==> src/design/stt_pkg.sv <==
// ----------------------------------------------------------------------------
// Sensor tag table package
// Shared sizes, operation and action codes, and the beat and compare types.
// ----------------------------------------------------------------------------
package stt_pkg;

	// Table depth and the widths that follow from it.
	localparam int TABLE_ENTRIES = 8;
	localparam int IDX_W         = (TABLE_ENTRIES > 1) ? $clog2(TABLE_ENTRIES) : 1;
	localparam int CNT_W         = $clog2(TABLE_ENTRIES + 1);

	localparam int MAC_W   = 48;
	localparam int TIME_W  = 32;
	localparam int RDG_W   = 64;
	localparam int FLAG_W  = 8;
	localparam int INDEX_W = 6;
	localparam int COUNT_W = 7;

	localparam logic [TIME_W-1:0] TIMEOUT_RESET = 32'd60000;

	// Operation codes of a request beat.
	localparam logic [1:0] OP_SIGHT = 2'd0;
	localparam logic [1:0] OP_READ  = 2'd1;
	localparam logic [1:0] OP_CLEAR = 2'd2;
	localparam logic [1:0] OP_NONE  = 2'd3;

	// Action codes of a response beat.
	localparam logic [2:0] ACT_UPDATED  = 3'd0;
	localparam logic [2:0] ACT_APPENDED = 3'd1;
	localparam logic [2:0] ACT_EVICTED  = 3'd2;
	localparam logic [2:0] ACT_READ_OK  = 3'd3;
	localparam logic [2:0] ACT_READ_OOR = 3'd4;
	localparam logic [2:0] ACT_CLEARED  = 3'd5;

	typedef struct packed {
		logic [1:0]        operation;
		logic [MAC_W-1:0]  mac;
		logic signed [15:0] temp_centi;
		logic [15:0]       humid_centi;
		logic [15:0]       batt_millivolts;
		logic [7:0]        batt_percent;
		logic [7:0]        frame_counter;
		logic [7:0]        tag_flags;
		logic [TIME_W-1:0] now_ms;
		logic [INDEX_W-1:0] index;
	} stt_req_t;

	typedef struct packed {
		logic [2:0]         action;
		logic [INDEX_W-1:0] slot;
		logic [MAC_W-1:0]   entry_mac;
		logic signed [15:0] entry_temp;
		logic [15:0]        entry_humid;
		logic [15:0]        entry_batt_mv;
		logic [7:0]         entry_batt_pct;
		logic [7:0]         entry_counter;
		logic [7:0]         entry_flags;
		logic               entry_active;
		logic [COUNT_W-1:0] tag_count;
		logic [COUNT_W-1:0] active_count;
	} stt_rsp_t;

	// Verdict of the shared compare unit on one stored entry.
	typedef struct packed {
		logic              match;
		logic              active;
		logic              older;
		logic [TIME_W-1:0] age;
	} stt_cmp_t;

endpackage

==> src/design/stt_cmp.sv <==
// ----------------------------------------------------------------------------
// Sensor tag table entry compare unit
// Judges one stored entry per cycle: key match, wrapping age, activity and
// whether it is older than the oldest entry seen so far.
// ----------------------------------------------------------------------------
module stt_cmp
	import stt_pkg::*;
(
	input  logic [MAC_W-1:0]  key,
	input  logic [TIME_W-1:0] stamp,
	input  logic [MAC_W-1:0]  mac,
	input  logic [TIME_W-1:0] now_ms,
	input  logic [TIME_W-1:0] timeout,
	input  logic [TIME_W-1:0] best_age,
	output stt_cmp_t          verdict
);

	logic [TIME_W-1:0] age;

	// The subtraction wraps modulo 2^32, as the time base does.
	assign age = now_ms - stamp;

	always_comb begin
		verdict.match  = (key == mac);
		verdict.age    = age;
		verdict.active = (age <= timeout);
		verdict.older  = (age > best_age);
	end

endmodule

==> src/design/sensor_tag_table.sv <==
// ----------------------------------------------------------------------------
// Sensor tag table
// Associative table of sensor tags keyed by MAC, with replacement of the
// oldest entry when full, indexed reads and an active-tag count.
// ----------------------------------------------------------------------------
//
//  Channel  Direction  Handshake           Payload
//  -------  ---------  ------------------  ----------------------------------
//  req      in         req_valid/req_ready stt_req_t: operation, sighting data
//  rsp      out        rsp_valid/rsp_ready stt_rsp_t: action, slot, entry, counts
//  cfg      in         cfg_we              cfg_wdata: active timeout in ms
//
// A request beat is accepted in idle, then takes one scan step per entry through the single
// read port and the shared compare unit, one step to drain the read register and a final
// step that writes a sighting and registers the response, which an OP_NONE beat does not
// raise. A new request is accepted in idle even while the previous response waits; the
// final step stalls only while the response register is still full. Reset empties the
// table and loads 60000 ms.
//
module sensor_tag_table
	import stt_pkg::*;
(
	input  logic        clk,
	input  logic        arst_n,
	input  logic        req_valid,
	output logic        req_ready,
	input  stt_req_t    req,
	output logic        rsp_valid,
	input  logic        rsp_ready,
	output stt_rsp_t    rsp,
	input  logic        cfg_we,
	input  logic [31:0] cfg_wdata
);

	// Sequencer states.
	localparam logic [1:0] ST_IDLE  = 2'd0;
	localparam logic [1:0] ST_SCAN  = 2'd1;
	localparam logic [1:0] ST_DRAIN = 2'd2;
	localparam logic [1:0] ST_DONE  = 2'd3;

	localparam logic [IDX_W-1:0] LAST_PTR = IDX_W'(TABLE_ENTRIES - 1);
	localparam logic [CNT_W-1:0] FULL_CNT = CNT_W'(TABLE_ENTRIES);

	logic [1:0]        state_q;
	logic [IDX_W-1:0]  ptr_q;
	stt_req_t          req_q;
	logic [TIME_W-1:0] timeout_q;
	logic [CNT_W-1:0]  count_q;

	// Entry store: one row per table entry, read one row per cycle.
	logic [MAC_W-1:0]  key_mem   [TABLE_ENTRIES];
	logic [RDG_W-1:0]  rdg_mem   [TABLE_ENTRIES];
	logic [FLAG_W-1:0] flag_mem  [TABLE_ENTRIES];
	logic [TIME_W-1:0] stamp_mem [TABLE_ENTRIES];

	// Registered read of the row under the scan pointer.
	logic              pipe_vld_s1;
	logic [IDX_W-1:0]  pipe_k_s1;
	logic [MAC_W-1:0]  key_s1;
	logic [RDG_W-1:0]  rdg_s1;
	logic [FLAG_W-1:0] flag_s1;
	logic [TIME_W-1:0] stamp_s1;

	// Scan results.
	logic              found_q;
	logic [IDX_W-1:0]  hit_q;
	logic              hit_act_q;
	logic [CNT_W-1:0]  act_cnt_q;
	logic [TIME_W-1:0] best_q;
	logic [IDX_W-1:0]  best_slot_q;
	logic              best_act_q;
	logic              rd_act_q;
	logic [MAC_W-1:0]  rd_key_q;
	logic [RDG_W-1:0]  rd_rdg_q;
	logic [FLAG_W-1:0] rd_flag_q;

	logic              rsp_valid_q;
	stt_rsp_t          rsp_q;

	stt_cmp_t          verdict;
	logic              k_in_use;
	logic              k_is_idx;
	logic              can_emit;
	logic              finish;
	logic              wr_en;
	logic [IDX_W-1:0]  wr_slot;
	logic [CNT_W-1:0]  next_count;
	stt_rsp_t          rsp_d;
	logic [CNT_W:0]    act_after;
	logic [RDG_W-1:0]  sight_rdg;

	assign req_ready = (state_q == ST_IDLE);
	assign rsp_valid = rsp_valid_q;
	assign rsp       = rsp_q;

	stt_cmp u_cmp (
		.key      (key_s1),
		.stamp    (stamp_s1),
		.mac      (req_q.mac),
		.now_ms   (req_q.now_ms),
		.timeout  (timeout_q),
		.best_age (best_q),
		.verdict  (verdict)
	);

	assign k_in_use = (CNT_W'(pipe_k_s1) < count_q);
	assign k_is_idx = (INDEX_W'(pipe_k_s1) == req_q.index);
	assign can_emit = !rsp_valid_q || rsp_ready;
	assign finish   = (state_q == ST_DONE) && can_emit;

	assign sight_rdg = {req_q.frame_counter, req_q.batt_percent, req_q.batt_millivolts,
		req_q.humid_centi, req_q.temp_centi};

	// Final step: choose the slot, work out the new counts and build the beat.
	always_comb begin
		rsp_d            = '0;
		wr_en            = 1'b0;
		wr_slot          = hit_q;
		next_count       = count_q;
		act_after        = {1'b0, act_cnt_q};
		case (req_q.operation)
			OP_SIGHT: begin
				wr_en = 1'b1;
				if (found_q) begin
					wr_slot      = hit_q;
					rsp_d.action = ACT_UPDATED;
					act_after    = {1'b0, act_cnt_q} - (CNT_W+1)'(hit_act_q)
						+ (CNT_W+1)'(1);
				end else if (count_q < FULL_CNT) begin
					wr_slot      = count_q[IDX_W-1:0];
					next_count   = count_q + CNT_W'(1);
					rsp_d.action = ACT_APPENDED;
					act_after    = {1'b0, act_cnt_q} + (CNT_W+1)'(1);
				end else begin
					// Full and unknown: the entry with the greatest age goes.
					wr_slot      = best_slot_q;
					rsp_d.action = ACT_EVICTED;
					act_after    = {1'b0, act_cnt_q} - (CNT_W+1)'(best_act_q)
						+ (CNT_W+1)'(1);
				end
				rsp_d.slot = INDEX_W'(wr_slot);
			end
			OP_READ: begin
				rsp_d.slot = req_q.index;
				if ((COUNT_W)'(req_q.index) < COUNT_W'(count_q)) begin
					rsp_d.action         = ACT_READ_OK;
					rsp_d.entry_mac      = rd_key_q;
					rsp_d.entry_temp     = rd_rdg_q[15:0];
					rsp_d.entry_humid    = rd_rdg_q[31:16];
					rsp_d.entry_batt_mv  = rd_rdg_q[47:32];
					rsp_d.entry_batt_pct = rd_rdg_q[55:48];
					rsp_d.entry_counter  = rd_rdg_q[63:56];
					rsp_d.entry_flags    = rd_flag_q;
					rsp_d.entry_active   = rd_act_q;
				end else begin
					rsp_d.action = ACT_READ_OOR;
				end
			end
			OP_CLEAR: begin
				next_count   = '0;
				act_after    = '0;
				rsp_d.action = ACT_CLEARED;
			end
			default: begin
				rsp_d.action = ACT_CLEARED;
			end
		endcase
		rsp_d.tag_count    = COUNT_W'(next_count);
		rsp_d.active_count = COUNT_W'(act_after);
	end

	// Sequencer and control state.
	always_ff @(posedge clk or negedge arst_n) begin
		if (!arst_n) begin
			state_q     <= ST_IDLE;
			ptr_q       <= '0;
			count_q     <= '0;
			timeout_q   <= TIMEOUT_RESET;
			pipe_vld_s1 <= 1'b0;
			rsp_valid_q <= 1'b0;
		end else begin
			if (cfg_we) begin
				timeout_q <= cfg_wdata;
			end
			pipe_vld_s1 <= (state_q == ST_SCAN);
			// A new response takes the register in the same cycle as the
			// previous one leaves it.
			if (finish && (req_q.operation != OP_NONE)) begin
				rsp_valid_q <= 1'b1;
			end else if (rsp_ready) begin
				rsp_valid_q <= 1'b0;
			end
			case (state_q)
				ST_IDLE: begin
					if (req_valid) begin
						ptr_q   <= '0;
						state_q <= ST_SCAN;
					end
				end
				ST_SCAN: begin
					if (ptr_q == LAST_PTR) begin
						state_q <= ST_DRAIN;
					end else begin
						ptr_q <= ptr_q + IDX_W'(1);
					end
				end
				ST_DRAIN: begin
					state_q <= ST_DONE;
				end
				ST_DONE: begin
					if (req_q.operation == OP_NONE) begin
						state_q <= ST_IDLE;
					end else if (can_emit) begin
						count_q <= next_count;
						state_q <= ST_IDLE;
					end
				end
				default: begin
					state_q <= ST_IDLE;
				end
			endcase
		end
	end

	// Request capture, scan bookkeeping and the response register.
	always_ff @(posedge clk) begin
		if (req_valid && req_ready) begin
			req_q     <= req;
			found_q   <= 1'b0;
			act_cnt_q <= '0;
		end
		if (pipe_vld_s1) begin
			if (k_in_use && verdict.match) begin
				found_q   <= 1'b1;
				hit_q     <= pipe_k_s1;
				hit_act_q <= verdict.active;
			end
			if (k_in_use && verdict.active) begin
				act_cnt_q <= act_cnt_q + CNT_W'(1);
			end
			// Strictly greater keeps the lowest slot on a tie.
			if ((pipe_k_s1 == '0) || verdict.older) begin
				best_q      <= verdict.age;
				best_slot_q <= pipe_k_s1;
				best_act_q  <= verdict.active;
			end
			if (k_is_idx) begin
				rd_key_q  <= key_s1;
				rd_rdg_q  <= rdg_s1;
				rd_flag_q <= flag_s1;
				rd_act_q  <= verdict.active;
			end
		end
		if (finish) begin
			rsp_q <= rsp_d;
		end
	end

	// Entry store: one read row per scan cycle, one write in the final step.
	always_ff @(posedge clk) begin
		if (state_q == ST_SCAN) begin
			pipe_k_s1 <= ptr_q;
			key_s1    <= key_mem[ptr_q];
			rdg_s1    <= rdg_mem[ptr_q];
			flag_s1   <= flag_mem[ptr_q];
			stamp_s1  <= stamp_mem[ptr_q];
		end
		if (finish && wr_en) begin
			key_mem[wr_slot]   <= req_q.mac;
			rdg_mem[wr_slot]   <= sight_rdg;
			flag_mem[wr_slot]  <= req_q.tag_flags;
			stamp_mem[wr_slot] <= req_q.now_ms;
		end
	end

`ifndef SYNTHESIS
	// The table never claims more tags than it has room for.
	assert property (@(posedge clk) disable iff (!arst_n) count_q <= FULL_CNT)
		else $error("tag count beyond table depth");

	// Active tags are a subset of the tags held.
	assert property (@(posedge clk) disable iff (!arst_n)
		rsp_valid |-> (rsp.active_count <= rsp.tag_count))
		else $error("active count exceeds tag count");

	// An accepted request takes the block out of idle.
	assert property (@(posedge clk) disable iff (!arst_n)
		(req_valid && req_ready) |=> !req_ready)
		else $error("request accepted while a scan is under way");

	// A response is only raised by the final step.
	assert property (@(posedge clk) disable iff (!arst_n)
		$rose(rsp_valid) |-> ($past(state_q) == ST_DONE))
		else $error("response raised outside the final step");
`endif

endmodule
==> config.mk <==
export PLATFORM = sky130hd
export DESIGN_NAME = sensor_tag_table
export DESIGN_NICKNAME = d
export VERILOG_FILES = /design/src/design/stt_pkg.sv /design/src/design/stt_cmp.sv /design/src/design/sensor_tag_table.sv
export SDC_FILE = /design/constraint.sdc
export NUM_CORES = 2
export LEC_CHECK = 0
export ABC_AREA = 1
export BUFFER_PORTS_ARGS = -buffer_cell sky130_fd_sc_hd__buf_2
export CAP_MARGIN = 20
export CORE_UTILIZATION = 60
export DETAILED_ROUTE_END_ITERATION = 10
export PLACE_DENSITY = 0.78
export SETUP_SLACK_MARGIN = 0.5
export SKIP_CTS_REPAIR_TIMING = 1
export SLEW_MARGIN = 20
export SYNTH_ARGS = -nofsm -noshare
export SYNTH_HDL_FRONTEND = slang
export SYNTH_HIERARCHICAL = 1
export SYNTH_SLANG_ARGS = --single-unit
==> constraint.sdc <==
create_clock -name clk -period 14.55 [get_ports clk]
set_clock_uncertainty 0.05 [all_clocks]
set_input_delay 1.455 -clock clk [delete_from_list [all_inputs] [get_ports clk]]
set_output_delay 1.455 -clock clk [all_outputs]
set_load 0.02 [all_outputs]
==> impl_metrics.yaml <==
critical_path:
  rr_startpoint: "ptr_q[0]$_DFFE_PN0P_"
  cp_slowest_cell: "buf_4"
  critPathMaxStageDelay_ps: 920
  crit_path_start_kind: "register"
  path_common_cell: "buf_4"
  cp-startpoint: "ptr_q[0]$_DFFE_PN0P_"
  crit_arrival_ps: 5880
  crit_family: "buffers and inverters"
  path_buf_inv: 4
  path_cells: "buf_4, buf_4, buf_4, buf_4, o21ai_0, o22ai_1, nand2_1, nand2_1"
  cp_max_fo: 91
  path_class: "reg -> reg"
  required_ps: 15170
  cp-end-kind: "register"
  reg2reg_setup_slack_ps: 9290
  worstRegToRegCells: 8
  r2r-end: "rdg_s1[55]$_DFFE_PP_"
min_path:
  min_from: "rdg_s1[0]$_DFFE_PP_"
  hold_depth: 0
  whs_endpoint: "rd_rdg_q[0]$_DFFE_PP_"
  hold_class: "reg -> reg"
floorplanning:
  start_util_pct: 60.77
  rows: 128
  io_pins: 343
  fp.dieW_um: 353.8
  core_area_um2: 122200
  die_area_um2: 125200
  die_h_um: 353.8
placement:
  placed_area_um2: 77250
  io_buffers: 337
  placed_cells: 7268
  hpwl_um: 84570
  routabilityCongestion: 0.8639
  preCtsSetupSlack_ps: 8654
clocking:
  cts_tree: "done"
  cts_htree_levels: 4
  clock_latency_ps: 810
  cts_buffers: 182
  clk_pin_slew_ps: 60
  root_buffer: "clkbuf_16"
  ctsLongestPathBuffers: 3
  clock_sinks: 1879
synth:
  synth_top_area_cell: "edfxtp_1"
  synth-edff-count: 1831
  synth.top_cells.by_count: "edfxtp_1, nor2_1, nand2_1, o21ai_0, inv_1"
  syn_area_um2: 74260
  syn_avg_cell_area_um2: 13.50
  synth_cell_types: 47
  synth_top_area_share_pct: 74.04
  async_reset_ff_share_pct: 2.288
  synth_most_common_cell: "edfxtp_1"
  ys.warnings.count: 6
  seq_area_frac_synth_pct: 75.63
  synthTopCellsByArea: "edfxtp_1, nor2_1, nand2_1, o21ai_0, mux2i_1"
  ys.flop_type: "edfxtp_1"
  yosys_register_bits: 1879
  syn_inst: 5500
power:
  p_leak_uw: 0.03054
  seqPwrFrac_pct: 46.7
  power_frac_comb_pct: 24.4
  max-vdd-ir-drop_mv: 0.1812
  powerDensity_nw_per_um2: 186.9
  swShare_pct: 32.02
  switchingPower_uw: 4965
  p_int_uw: 10540
  power_frac_clock_pct: 28.9
global_routing:
  grt_pass1_vias: 42870
  grtUsageTotal_pct: 25.55
  antenna_found_initial: 6
  overflow: 0
  grt_pass1_wl_um: 243200
  grt_start_max_net_pins: 215
final_layout:
  multiInputGateArea_um2: 15400
  post-route-util_pct: 67.88
  n_fill_cell: 8135
  design_area_um2: 82950
  seq_area_um2: 56180
  drive_above_1_share_pct: 11.98
  final_nets: 6144
  final-instance-count-excl-fill: 7600
  syn_to_final_growth_pct: 11.70
route:
  wl_um: 160500
  route.vias.total: 43680
  antenna_left: 0
  first_pass_iters: 5
  drc: 0
  wl_per_cell_um: 21.12
  first_iter_violations: 4450
  routed_via_density: 5.747
sta:
  fin_crit_ps: 5263
  setup_tns_ps: 0
  hold_viol_final: 0
  relSlewSlack_pct: 25.26
  fmax_mhz: 190.0
  worst_pin_slew_ps: 1121
  worst_slack_ps: 9287
  rsz0062_at_grt: "false"
  finalSetupViolCount: 0
  drv_slew: 0
  fin_crit_sh_pct: 36.17
status:
  status: "finished clean"
run:
  drv_cap: 0
## sequential cells by signal, indices dropped and copies added (netlist names), 3 cells and up
register,flops
key_s1,48
req_q,160
rsp,139
rd_key_q,48
ptr_q,3
rd_flag_q,8
rdg_mem,512
best_q,32
best_slot_q,3
stamp_s1,32
pipe_k_s1,3
rd_rdg_q,64
rdg_s1,64
timeout_q,32
flag_mem,64
flag_s1,8
stamp_mem,256
act_cnt_q,4
hit_q,3
count_q,4
key_mem,384
## worst max-delay path by stage
stage | end | slack [ps] | depth (start not counted)
after CTS | rdg_s1[55]$_DFFE_PP_ | 9390 | 8
after floorplan | rd_act_q$_DFFE_PP_ | 4940 | 3
after detailed placement | rdg_mem[0][45]$_DFFE_PP_ | 8650 | 10
after global placement | rdg_mem[0][45]$_DFFE_PP_ | 8710 | 10
after global routing | rdg_s1[55]$_DFFE_PP_ | 9060 | 8
final | rdg_s1[55]$_DFFE_PP_ | 9290 | 8
## layer usage
layer | up-vias | GRT usage [%] | share of wire [%]
li1 | 20070 | - | -
met1 | 21470 | 34.97 | 41
met2 | 1808 | 40.97 | 47
met3 | 333 | 4.515 | 7.8
met4 | 2 | 10.47 | 3.5
met5 | - | 0 | 0.0044
## worst register-to-register path, cell delays in order (launching register included)
cell and delay [ps]:
dfrtp_4 860, buf_4 780, buf_4 860, buf_4 770
buf_4 970, o21ai_0 390, o22ai_1 280, nand2_1 80
nand2_1 90
## kinds of logic after synthesis
kind of cell	count (synthesis)	synth area share (%)
fa+ha+maj	119	2.015
xor+xnor	60	0.7076
compound gates	865	6.165
buf+inv	639	3.772
flops	1879	75.63
other cells	1	0.005049
simple gates	1753	9.170
mux	184	2.534
## layout by cell type (no fill, tap or decap), types with 11 or more instances in the layout
cell type	n
clkbuf_1	38
o21ai_1	126
buf_4	36
edfxtp_1	1831
a21oi_1	56
buf_2	337
nor2_1	821
nor3_1	11
clkinv_1	40
o22ai_1	155
dfrtp_1	33
xnor2_1	31
ha_1	117
nand4_1	20
mux2i_1	152
clkinv_2	32
clkbuf_16	185
xor2_1	29
inv_1	392
nand2_2	14
nand3_1	50
nand2_1	810
o21ai_0	510
mux2_2	32
## area by class of cell
| type | instances | area share (%) |
|---|---|---|
| Clock buffer | 224 | 5.769 |
| Timing Repair Buffer | 382 | 2.585 |
| Antenna cell | 5 | 0.01508 |
| Clock inverter | 102 | 1.062 |
| Inverter | 397 | 1.833 |
| Sequential cell | 1879 | 67.72 |
| Tap cell | 1625 | 2.451 |
| Multi-Input combinational cell | 2986 | 18.56 |
## power by group through the flow
| stage | clock network [uW] | registers, uW | logic (uW) |
|---|---|---|---|
| 2_1_floorplan | 0 | 7390 | 2690 |
| 3_3_place_gp | 0 | 7320 | 3620 |
| 3_5_place_dp | 0 | 7340 | 3760 |
| 4_1_cts | 4540 | 7240 | 3790 |
| 5_1_grt | 4730 | 7290 | 4240 |
| 6_report | 4470 | 7240 | 3790 |
## per-stage QoR
step	hold slack, ps	total power, uW
3_3_place_gp	352.1	10940
5_1_grt	370.2	16270
2_1_floorplan	350.3	10080
6_report	360.9	15510
3_5_place_dp	354.5	11100
4_1_cts	365.6	15570
No activity file was read; power rests on OpenSTA's default activity.
